File: config.mk
export PLATFORM = sky130hd
export DESIGN_NAME = sbfc_cell
export DESIGN_NICKNAME = d
export VERILOG_FILES = /design/src/design/sbfc_pkg.sv /design/src/design/sbfc_cell.sv
export SDC_FILE = /design/constraint.sdc
export NUM_CORES = 1
export LEC_CHECK = 0
export BUFFER_PORTS_ARGS = -buffer_cell sky130_fd_sc_hd__buf_2
export CAP_MARGIN = 20
export CORE_UTILIZATION = 47
export DETAILED_ROUTE_END_ITERATION = 7
export PLACE_DENSITY = 0.8
export SLEW_MARGIN = 20
export SYNTH_ARGS = -nofsm -noshare
export SYNTH_HDL_FRONTEND = slang
export SYNTH_SLANG_ARGS = --single-unit
File: constraint.sdc
create_clock -name i_clk -period 20.4 [get_ports i_clk]
set_input_delay 5.1 -clock i_clk [delete_from_list [all_inputs] [get_ports i_clk]]
set_output_delay 5.1 -clock i_clk [all_outputs]
set_load 0.005 [all_outputs]
File: src/design/sbfc_pkg.sv
// sbfc_pkg: types and command codes for the block cache
// no dependencies
`timescale 1ns / 1ps
`default_nettype none
package sbfc_pkg;

    typedef enum logic [2:0] {
        CMD_LOOKUP = 3'd0,
        CMD_INSERT = 3'd1,
        CMD_ERASE  = 3'd2,
        CMD_CLEAR  = 3'd3,
        CMD_TRIM   = 3'd4
    } t_cmd;

    typedef struct packed {
        logic [2:0]  cmd;
        logic [15:0] first_chrom;
        logic [15:0] second_chrom;
        logic [31:0] block_index;
        logic [31:0] block_handle;
        logic [23:0] block_pixels;
    } t_req;

    typedef struct packed {
        logic        found;
        logic [31:0] handle_out;
        logic [6:0]  evicted;
        logic [6:0]  entries_used;
        logic [31:0] pixels_used;
        logic [31:0] hit_total;
        logic [31:0] miss_total;
    } t_rsp;

    typedef enum logic [2:0] {
        ST_IDLE,
        ST_MATCH,
        ST_EVICT,
        ST_STORE,
        ST_DONE
    } t_state;

    // broadcast control from the sequencer to each cell
    typedef struct packed {
        logic        clear_all;
        logic        match_kill;
        logic        pop;
        logic        store;
    } t_cell_ctl;

endpackage
`default_nettype wire

File: src/design/sbfc_cell.sv
// sbfc_cell: one cache slot with key compare, valid bit and ring position
// depends on sbfc_pkg
`timescale 1ns / 1ps
`default_nettype none
module sbfc_cell #(
    parameter int IDX_W = 6
) (
    input  wire                    i_clk,
    input  wire                    i_rst_n,
    input  wire [IDX_W-1:0]        i_my_idx,
    input  wire sbfc_pkg::t_req    i_req,
    input  wire sbfc_pkg::t_cell_ctl i_ctl,
    input  wire [IDX_W-1:0]        i_oldest,
    input  wire [IDX_W-1:0]        i_next,
    input  wire [31:0]             i_hdl_chain,
    input  wire [23:0]             i_px_chain,
    output logic [31:0]            o_hdl_chain,
    output logic [23:0]            o_px_chain,
    output logic                   o_hit,
    output logic                   o_valid
);
    logic        r_valid;
    logic [15:0] r_first;
    logic [15:0] r_second;
    logic [31:0] r_block;
    logic [31:0] r_handle;
    logic [23:0] r_pixels;
    logic        is_old;

    // key compare on valid entry
    assign o_hit = r_valid && r_first == i_req.first_chrom
                   && r_second == i_req.second_chrom && r_block == i_req.block_index;
    assign is_old = (i_oldest == i_my_idx);
    assign o_valid = r_valid;

    // pass the selected entry's payload along the chain
    // during a pop only the oldest valid slot drives its pixel count, even if a key matches
    always_comb begin
        o_hdl_chain = i_hdl_chain;
        o_px_chain  = i_px_chain;
        if (i_ctl.pop) begin
            if (is_old && r_valid) begin
                o_px_chain = r_pixels;
            end
        end else if (o_hit) begin
            o_hdl_chain = r_handle;
            o_px_chain  = r_pixels;
        end
    end

    // valid bit
    always_ff @(posedge i_clk) begin
        if (!i_rst_n || i_ctl.clear_all) begin
            r_valid <= 1'b0;
        end else if (i_ctl.store && i_next == i_my_idx) begin
            r_valid <= 1'b1;
        end else if ((i_ctl.match_kill && o_hit) || (i_ctl.pop && is_old)) begin
            r_valid <= 1'b0;
        end
    end

    // payload
    always_ff @(posedge i_clk) begin
        if (i_ctl.store && i_next == i_my_idx) begin
            r_first  <= i_req.first_chrom;
            r_second <= i_req.second_chrom;
            r_block  <= i_req.block_index;
            r_handle <= i_req.block_handle;
            r_pixels <= i_req.block_pixels;
        end
    end
endmodule
`default_nettype wire

==> summary.md, run 1 <==
| Metric | Value |
|---|---|
| Max Clk Rate | 0.0763 GHz |
| Most frequent cells in the layout | 257 x buf_2, 120 x edfxtp_1, 50 x mux2_4, 33 x xnor2_1, 25 x xor2_1 |
| Fin area | 7550 µm² |
| Clk sinks | 121 |
| Area Growth Syn to Fin | 35.6% |
| Initial antenna violation count | 1 |
| Outcome | finished, final reports clean |
| PortBufs | 257 |
| Setup TNS | 0 ns |
| CTS root buf | clkbuf_16 |
| CTS tree | built |
| Most common cell after layout, fill and taps aside | buf_2 |
| Worst Tran Pin Value | 1.10 ns |
| Clk Latency, worst-skew pair | 0.41 ns |
| HPWL after DPL | 9.63 mm |
| R2R cell count | 6 |
| Slew Viols, Final | 0 |
| Final min period | 13.11 ns |
| CTS Buffer Depth | 2 |
| Met3 wire length | 938 µm |
| Post-synthesis area per instance | 17.7 µm² |
| FF-to-FF End | o_valid |
| GP Congestion | 0.819 |
| Die Span X | 111 µm |
| Critical path cell sequence | buf_2 -> nor2b_4 -> a2111o_1 -> or4_4 -> nor3_4 -> and3_2 -> mux2_2 -> buf_2 |
| Post-route DRC | 0 |
| Fill cells | 842 |
| Post-cts resize count | 0 |
| Setup Viol. Count Final | 0 |
| Relative slew slack | 26.8% |
| Final WS setup | 7.29 ns |
| Post-synth EDFFs | 120 |
| Hold/Removal Path Class | flip-flop to flip-flop |
| Detailed Routing Iterations Pass 1 | 4 |
| Hold path start | o_valid |
| Hold Vio Cnt, Final | 0 |
| Critical R2R Launch | r_block[29] |
| Netlist cell types | 32 |
| Hold Buf Count CTS | 0 |
| Multi-input gate area | 1820 µm² |
| Die Area | 12300 µm² |
| Core Box Area | 11500 µm² |
| DR iter-0 viols | 164 |
| Sequential element share of the synthesized area | 65.0% |
| First-pass GRT wire length | 19.6 mm |
| Via count | 3704 |
| Routed wire per std cell | 17.3 µm |
| Crit Path Max Fanout | 32 |
| Final WL | 12.9 mm |
| Critical Path RT | 15.30 ns |
| Seq. cell area | 3620 µm² |
| Worst Setup EP | o_hdl_chain[0] |
| Cells after DPL | 710 |
| # IOs | 261 |
| Highest routed layer | met4 |
| WHS | 0.672 ns |
| Worst stage delay on the critical path | 0.91 ns |
| Final period util | 64.3% |
| VDD IR max | 0.0915 mV |
| Clock Skew | 0.00948 ns |
| Unrepaired setup endpoints after global routing | false |
| PwrDens | 82.4 nW/µm² |
| Syn_nets | 517 |
| Initial core utilization | 48.6% |
| Remaining antenna violation count after routing | 0 |
| Finished Layout Cells | 743 |
| Number of synthesized register bits | 121 |
| H-Tree Depth | 4 |
| Post-CTS Setup Bufs | 0 |
| Met2 wire length | 6.57 mm |
| Crit Path Class | input port to output port |
| R2r setup slk | 18.15 ns |
| Critical Path Start | i_req[67] |
| Clock-pin slew on the worst setup and hold paths | 0.05 ns |
| Total Routing Usage GR | 21.3% |
| Synth Warn # | 0 |
| Std-Cell Rows | 39 |
| Layout cell share with drive strength beyond 1 | 59.3% |
| Synth Flop Type | edfxtp_1 |
| DP Area | 6960 µm² |
| Vias in the first global route | 3862 |
| Asr flop ratio synth | 0% |
| Nets | 789 |
| Maxcap violations | 0 |
| Most used cell, CP | buf_2 |
| Synthesized instance count | 314 |
| CP endpoint kind | output port |
| Worst Path Arrival | 8.01 ns |
| Crit path max-delay cell type | and3_2 |
| LEAKAGE | 3.19 nW |
| Post-Syn Area | 5570 µm² |
| Dpl ws | 7.28 ns |
| Chip height | 111 µm |
| Grt total ovfl | 0 |
| Via-to-Cell Ratio | 4.99 |
| WL met1 | 5.06 mm |
| CTS Buf Count | 17 |
| Pin count of the biggest net entering global routing | 70 |
| Critical Path Start Type | input port |
==> kinds of logic (layout without fill, tap and decap cells) <==
family	Yosys count	after routing	share of synthesized area [%]
AOI/OAI and AO/OA	14	14	2.58
xor gates and xnor gates	58	58	9.12
buffers and inverters	17	302	2.43
DFF	121	121	65.0
muxes	56	56	14.7
other	0	1	0
and+or+nand+nor	48	48	6.13
==> critical path, delay by kind of cell <==
kind,cells,cell delay [ns]
multiplexers,1,0.42
buffers and inverters,2,0.25
AND/OR/NAND/NOR,4,1.84
AO/OA/AOI/OAI,1,0.37
==> cell type report <==
class                   instances  share of cell area, %
multi-input cells             176                   24.1
clock inverters                12                   2.00
repair buffers                259                   17.2
diodes                          1                 0.0331
well taps                     143                   2.37
clock buffers                  20                   5.78
inverters                      11                  0.547
flip-flops and latches        121                   48.0
==> state kept, by name, indices dropped and copies added, names as in the netlist <==
register and cells:
r_second 16, r_pixels 24, r_first 16, r_handle 32, r_block 32, o_valid 1
==> metrics by stage <==
stage               power (W)  utilization [%]
floorplan            0.000302                -
global placement     0.000330             60.7
detailed placement   0.000332             60.7
CTS                  0.000629             65.9
global route         0.000643             65.9
finish               0.000623             65.9
==> layer usage <==
layer  GRT usage [%]  vias to the layer above
li1                -                     1751
met1            24.8                     1745
met2            35.3                      178
met3            7.33                       30
met4            10.2                        0
met5               0                        -
==> cell usage after synthesis (2+ instances only) <==
library cell | count | area [µm²]
nor2b_4 | 2 | 27.5
o2111ai_1 | 3 | 26.3
o221ai_1 | 2 | 17.5
buf_12 | 3 | 60.1
nand2b_1 | 7 | 43.8
edfxtp_1 | 120 | 3600
buf_6 | 3 | 33.8
nor2b_1 | 10 | 62.6
nor4_1 | 8 | 50.1
inv_1 | 11 | 41.3
mux2_4 | 50 | 751
xor2_1 | 25 | 219
a2111o_1 | 3 | 33.8
a2111oi_0 | 3 | 26.3
nand4_1 | 9 | 56.3
and2b_2 | 2 | 17.5
xnor2_1 | 33 | 289
mux2_2 | 6 | 67.6
==> worst min-delay path by stage <==
stage	endpoint	slack (ns)	depth (start not counted)
after global routing	o_valid	0.68	3
after floorplan	o_valid	0.64	3
after CTS	o_valid	0.67	3
after detailed placement	o_valid	0.66	3
final	o_valid	0.67	3
after global placement	o_valid	0.66	3
==> where the power goes <==
group / leakage [nW] / switching (W) / internal, W
logic: 1.83 / 0.0000191 / 0.0000300
registers: 1.09 / 0.00000104 / 0.000277
clock network: 0.274 / 0.000105 / 0.000191
(Power assumes the default switching activity.)
==> inputs of run 2 (changes only) <==
Settings changed: CORE_UTILIZATION 47 to 42, PLACE_DENSITY 0.8 to 0.75.
Clock period 20.4 ns to 11.3 ns, I/O delays scaled along.
==> summary.md, run 2 (synthesis gave the netlist of run 1 again) <==
| Metric | Value |
|---|---|
| Clk Latency, worst-skew pair | 0.42 ns |
| HPWL after DPL | 9.92 mm |
| Detailed Routing Iterations Pass 1 | 4 |
| R2r setup slk | 8.99 ns |
| Hold Buf Count CTS | 0 |
| # IOs | 261 |
| Routed wire per std cell | 17.1 µm |
| Critical Path Start Type | input port |
| FF-to-FF End | o_valid |
| Post-route DRC | 0 |
| Std-Cell Rows | 41 |
| Crit path max-delay cell type | and3_2 |
| VDD IR max | 0.102 mV |
| WHS Path Cells | 3 |
| Grt total ovfl | 0 |
| LEAKAGE | 3.24 nW |
| Pin count of the biggest net entering global routing | 66 |
| Final WL | 13.2 mm |
| Setup Viol. Count Final | 0 |
| Nets | 790 |
| Fin util | 60.2% |
| Via count | 3670 |
| Post-cts resize count | 0 |
| Largest registers | r_block x32, r_handle x32, r_pixels x24 |
| Outcome | finished, final reports clean |
| Die Area | 13700 µm² |
| Clock Skew | 0.00662 ns |
| Slew Viols, Final | 0 |
| CTS root buf | clkbuf_16 |
| Most frequent cells in the layout | 257 x buf_2, 120 x edfxtp_1, 50 x mux2_4, 33 x xnor2_1, 25 x xor2_1 |
| Critical path cell sequence | buf_2 -> nor2b_4 -> a2111o_1 -> or4_4 -> nor3_4 -> and3_2 -> mux2_2 -> buf_2 |
| Critical R2R Launch | r_block[29] |
| Layout cell share with drive strength beyond 1 | 59.7% |
| CP endpoint kind | output port |
| Setup TNS | 0 ns |
| Worst Path Arrival | 5.76 ns |
| Most used cell, CP | buf_2 |
| Final period util | 76.0% |
| Crit path max-delay family | simple AND/OR/NAND/NOR gates |
| CTS tree | built |
| Maxcap violations | 0 |
| Hold Vio Cnt, Final | 0 |
| CTS Buf Count | 17 |
| Critical Path RT | 8.48 ns |
| Post-CTS Setup Bufs | 0 |
| H-Tree Depth | 4 |
| DR iter-0 viols | 138 |
| PortBufs | 257 |
| Tot Pwr | 0.00119 W |
| Final min period | 8.58 ns |
| Hold endpoint | o_valid |
| Buf/Inv on CP | 2 |
| Crit Path Class | input port to output port |
| Via-to-Cell Ratio | 4.75 |
| Vias in the first global route | 3711 |
| Initial core utilization | 43.6% |
| GP Congestion | 0.797 |
| Clock-pin slew on the worst setup and hold paths | 0.05 ns |
| R2R cell count | 6 |
| Core Box Area | 12800 µm² |
| Total Routing Usage GR | 18.8% |
| Relative slew slack | 30.8% |
| Most common cell after layout, fill and taps aside | buf_2 |
| CTS Buffer Depth | 2 |
| PwrDens | 155 nW/µm² |
| Max Clk Rate | 0.117 GHz |
| Die Span X | 117 µm |
| Hold/Removal Path Class | flip-flop to flip-flop |
| Hold path start | o_valid |
| Diodes inserted | 0 |
| Crit Path Max Fanout | 32 |
| Chip height | 117 µm |
| Worst Tran Pin Value | 1.04 ns |
| Area Growth Syn to Fin | 38.1% |
| Clk sinks | 121 |
| Unrepaired setup endpoints after global routing | false |
| Worst stage delay on the critical path | 0.93 ns |
| Remaining antenna violation count after routing | 0 |
| First-pass GRT wire length | 18.3 mm |
| Initial antenna violation count | 0 |
[run 2: metrics by stage]
stage	cell area [µm²]	hold slack [ns]	setup slack [ns]	cells
global route	7690	0.771	2.58	772
detailed placement	7010	0.701	2.67	739
floorplan	5580	0.636	0.970	314
CTS	7670	0.712	2.68	771
finish	7690	0.712	2.72	772
global placement	7010	0.672	2.75	739
[run 2: area by class of cell]
cell class                 instances  area (µm²)
clock buffer                      19         433
tap                              172         215
clock inverter                    13         225
fill                             999        5080
inverter                          11        41.3
timing repair buffer             260        1330
sequential                       121        3620
multi-input combinational        176        1830
[run 2: worst reg2reg max path, cell delays in order, from the launching register on]
cell      delay (ns)
edfxtp_1        0.37
nor2b_1         0.15
a2111o_1        0.39
or4_4           0.56
nor3_4          0.30
a311oi_1        0.19
o211a_1         0.25
[run 2: metal layers]
metal / GRT usage, % / wire length [µm] / vias to the layer above
met1: 19.7 / 5080 / 1757
met2: 32.9 / 6870 / 147
met3: 6.95 / 958 / 19
met5: 0 / 0 / -
li1: - / - / 1747
met4: 9.70 / 266 / 0
[run 2: how the worst max path moves through the flow]
stage                startpoint              end  slack, ns  cells after the start
finish                i_req[67]   o_hdl_chain[0]       2.72                      8
global route          i_req[67]  o_hdl_chain[31]       2.58                      8
CTS                   i_req[67]  o_hdl_chain[31]       2.68                      8
detailed placement    i_req[67]  o_hdl_chain[31]       2.67                      8
global placement      i_req[67]   o_hdl_chain[0]       2.75                      8
floorplan           i_my_idx[5]          o_valid       0.97                      3
[run 2: power breakdown]
part           switching, W  leakage [nW]  internal [W]  total (W)
Sequential       0.00000183          1.09      0.000500   0.000501
Combinational     0.0000359          1.85     0.0000543  0.0000901
Clock              0.000190         0.309      0.000411   0.000601
Total              0.000228          3.24      0.000965    0.00119
==> inputs of run 3 (changes only) <==
Clock period 11.3 ns to 7.8 ns, I/O delays scaled along.
==> summary.md, run 3 (synthesis gave the netlist of run 1 again) <==
| Metric | Value |
|---|---|
| Outcome | finished, final reports clean |
| Clock-pin slew on the worst setup and hold paths | 0.06 ns |
| Worst Setup EP | o_hdl_chain[5] |
| Maxcap violations | 0 |
| Most common cell after layout, fill and taps aside | buf_2 |
| Critical path cell sequence | buf_2 -> nor2b_4 -> a2111o_1 -> or4_4 -> nor3_4 -> and3_2 -> buf_4 -> mux2_4 -> buf_2 |
| Via-to-Cell Ratio | 4.74 |
| VDD IR max | 0.196 mV |
| First-pass GRT wire length | 18.9 mm |
| Worst stage delay on the critical path | 0.54 ns |
| H-Tree Depth | 4 |
| Net Sw Power | 0.000319 W |
| Combinational share of power | 8.3% |
| Final min period | 6.79 ns |
| LEAKAGE | 3.20 nW |
| Relative slew slack | 27.3% |
| Std-Cell Rows | 41 |
| Cells after DPL | 740 |
| HPWL after DPL | 10.2 mm |
| Grt total ovfl | 0 |
| Critical Path Start Type | input port |
| CTS Buf Count | 17 |
| PwrDens | 209 nW/µm² |
| Clock Skew | 0.00579 ns |
| Initial core utilization | 43.6% |
| FF-to-FF End | o_valid |
| Layout cell share with drive strength beyond 1 | 58.8% |
| Most used cell, CP | buf_2 |
| Most frequent cells in the layout | 257 x buf_2, 120 x edfxtp_1, 50 x mux2_4, 33 x xnor2_1, 25 x xor2_1 |
| Hold Vio Cnt, Final | 0 |
| Clk sinks | 121 |
| Post-route DRC | 0 |
| Clk Latency, worst-skew pair | 0.41 ns |
| Chip height | 117 µm |
| CTS tree | built |
| Finished Layout Cells | 774 |
| Crit path max-delay cell type | and3_2 |
| DR iter-0 viols | 189 |
| # IOs | 261 |
| Power Internal | 0.00126 W |
| CTS root buf | clkbuf_16 |
| Post-cts resize count | 0 |
| Critical Path RT | 5.85 ns |
| Die Span X | 117 µm |
| Setup Viol. Count Final | 0 |
| Core Box Area | 12800 µm² |
| Area Growth Syn to Fin | 35.8% |
| Critical R2R Launch | r_block[29] |
| Clock Power Share | 45.7% |
| Flop pwr share | 46.0% |
| Crit Path Max Fanout | 19 |
| Sw Share | 20.2% |
| Crit Path Class | input port to output port |
| Nets | 790 |
| Initial antenna violation count | 2 |
| Total Routing Usage GR | 19.3% |
| Final WL | 13.6 mm |
| Unrepaired setup endpoints after global routing | false |
| Pin count of the biggest net entering global routing | 66 |
| Via count | 3667 |
| R2R cell count | 6 |
| Hold Buf Count CTS | 0 |
| Slew Viols, Final | 0 |
| Remaining antenna violation count after routing | 0 |
| Fill cells | 1050 |
| Hold/Removal Path Class | flip-flop to flip-flop |
| GP Congestion | 0.740 |
| Critical Path Start | i_req[67] |
| Routed wire per std cell | 17.5 µm |
| Detailed Routing Iterations Pass 1 | 4 |
| Final period util | 87.0% |
| Vias in the first global route | 3712 |
| Setup TNS | 0 ns |
| Die Area | 13700 µm² |
| WHS | 0.719 ns |
| Worst Tran Pin Value | 1.09 ns |
| Max Clk Rate | 0.147 GHz |
| Post-CTS Setup Bufs | 0 |
| Largest registers | r_block x32, r_handle x32, r_pixels x24 |
| CTS Buffer Depth | 2 |
| PortBufs | 257 |
| Worst Path Arrival | 4.84 ns |
| CP endpoint kind | output port |
| R2r setup slk | 5.54 ns |
==> run 3: power by group through the flow <==
stage / clock network (W) / registers (W) / logic, W
floorplan: 0 / 0.000739 / 0.0000496
global placement: 0 / 0.000739 / 0.000126
detailed placement: 0 / 0.000739 / 0.000131
CTS: 0.000739 / 0.000726 / 0.000133
global route: 0.000764 / 0.000727 / 0.000143
finish: 0.000723 / 0.000727 / 0.000131
==> run 3: final cells by class <==
class | instances | area, µm² | area share (%)
well taps | 172 | 215 | 2.85
clock buffers | 18 | 429 | 5.67
flip-flops and latches | 121 | 3620 | 47.9
multi-input cells | 176 | 1830 | 24.2
repair buffers | 260 | 1310 | 17.3
inverters | 11 | 41.3 | 0.546
diodes | 2 | 5.00 | 0.0662
clock inverters | 14 | 113 | 1.49
==> run 3: stage by stage <==
step | setup slack, ns | cell area [µm²] | util [%] | total power [W]
finish | 1.01 | 7560 | 59.2 | 0.00158
global placement | 1.04 | 7020 | 54.9 | 0.000865
floorplan | 1.28 | 5590 | - | 0.000789
global route | 0.901 | 7560 | 59.2 | 0.00163
detailed placement | 0.983 | 7020 | 54.9 | 0.000871
CTS | 0.976 | 7560 | 59.2 | 0.00160
==> run 3: per-layer routing <==
layer  wire (µm)  vias up  global-route usage [%]
met5           0        -                       0
met4         123        0                    5.57
met3        1160       14                    8.29
met2        7310      145                    35.6
met1        4970     1759                    19.8
li1            -     1749                       -
==> run 3: critical path, delay by kind of cell <==
family,cells,cell delay (ns)
AO/OA/AOI/OAI,1,0.37
buffers and inverters,3,0.68
multiplexers,1,0.34
AND/OR/NAND/NOR,4,1.48
==> run 3: how the worst min path moves through the flow <==
stage	from	endpoint	cells past startpoint
4_1_cts	o_valid	o_valid	3
3_5_place_dp	o_valid	o_valid	3
5_1_grt	o_valid	o_valid	3
3_3_place_gp	o_valid	o_valid	3
2_1_floorplan	o_valid	o_valid	3
6_report	o_valid	o_valid	3
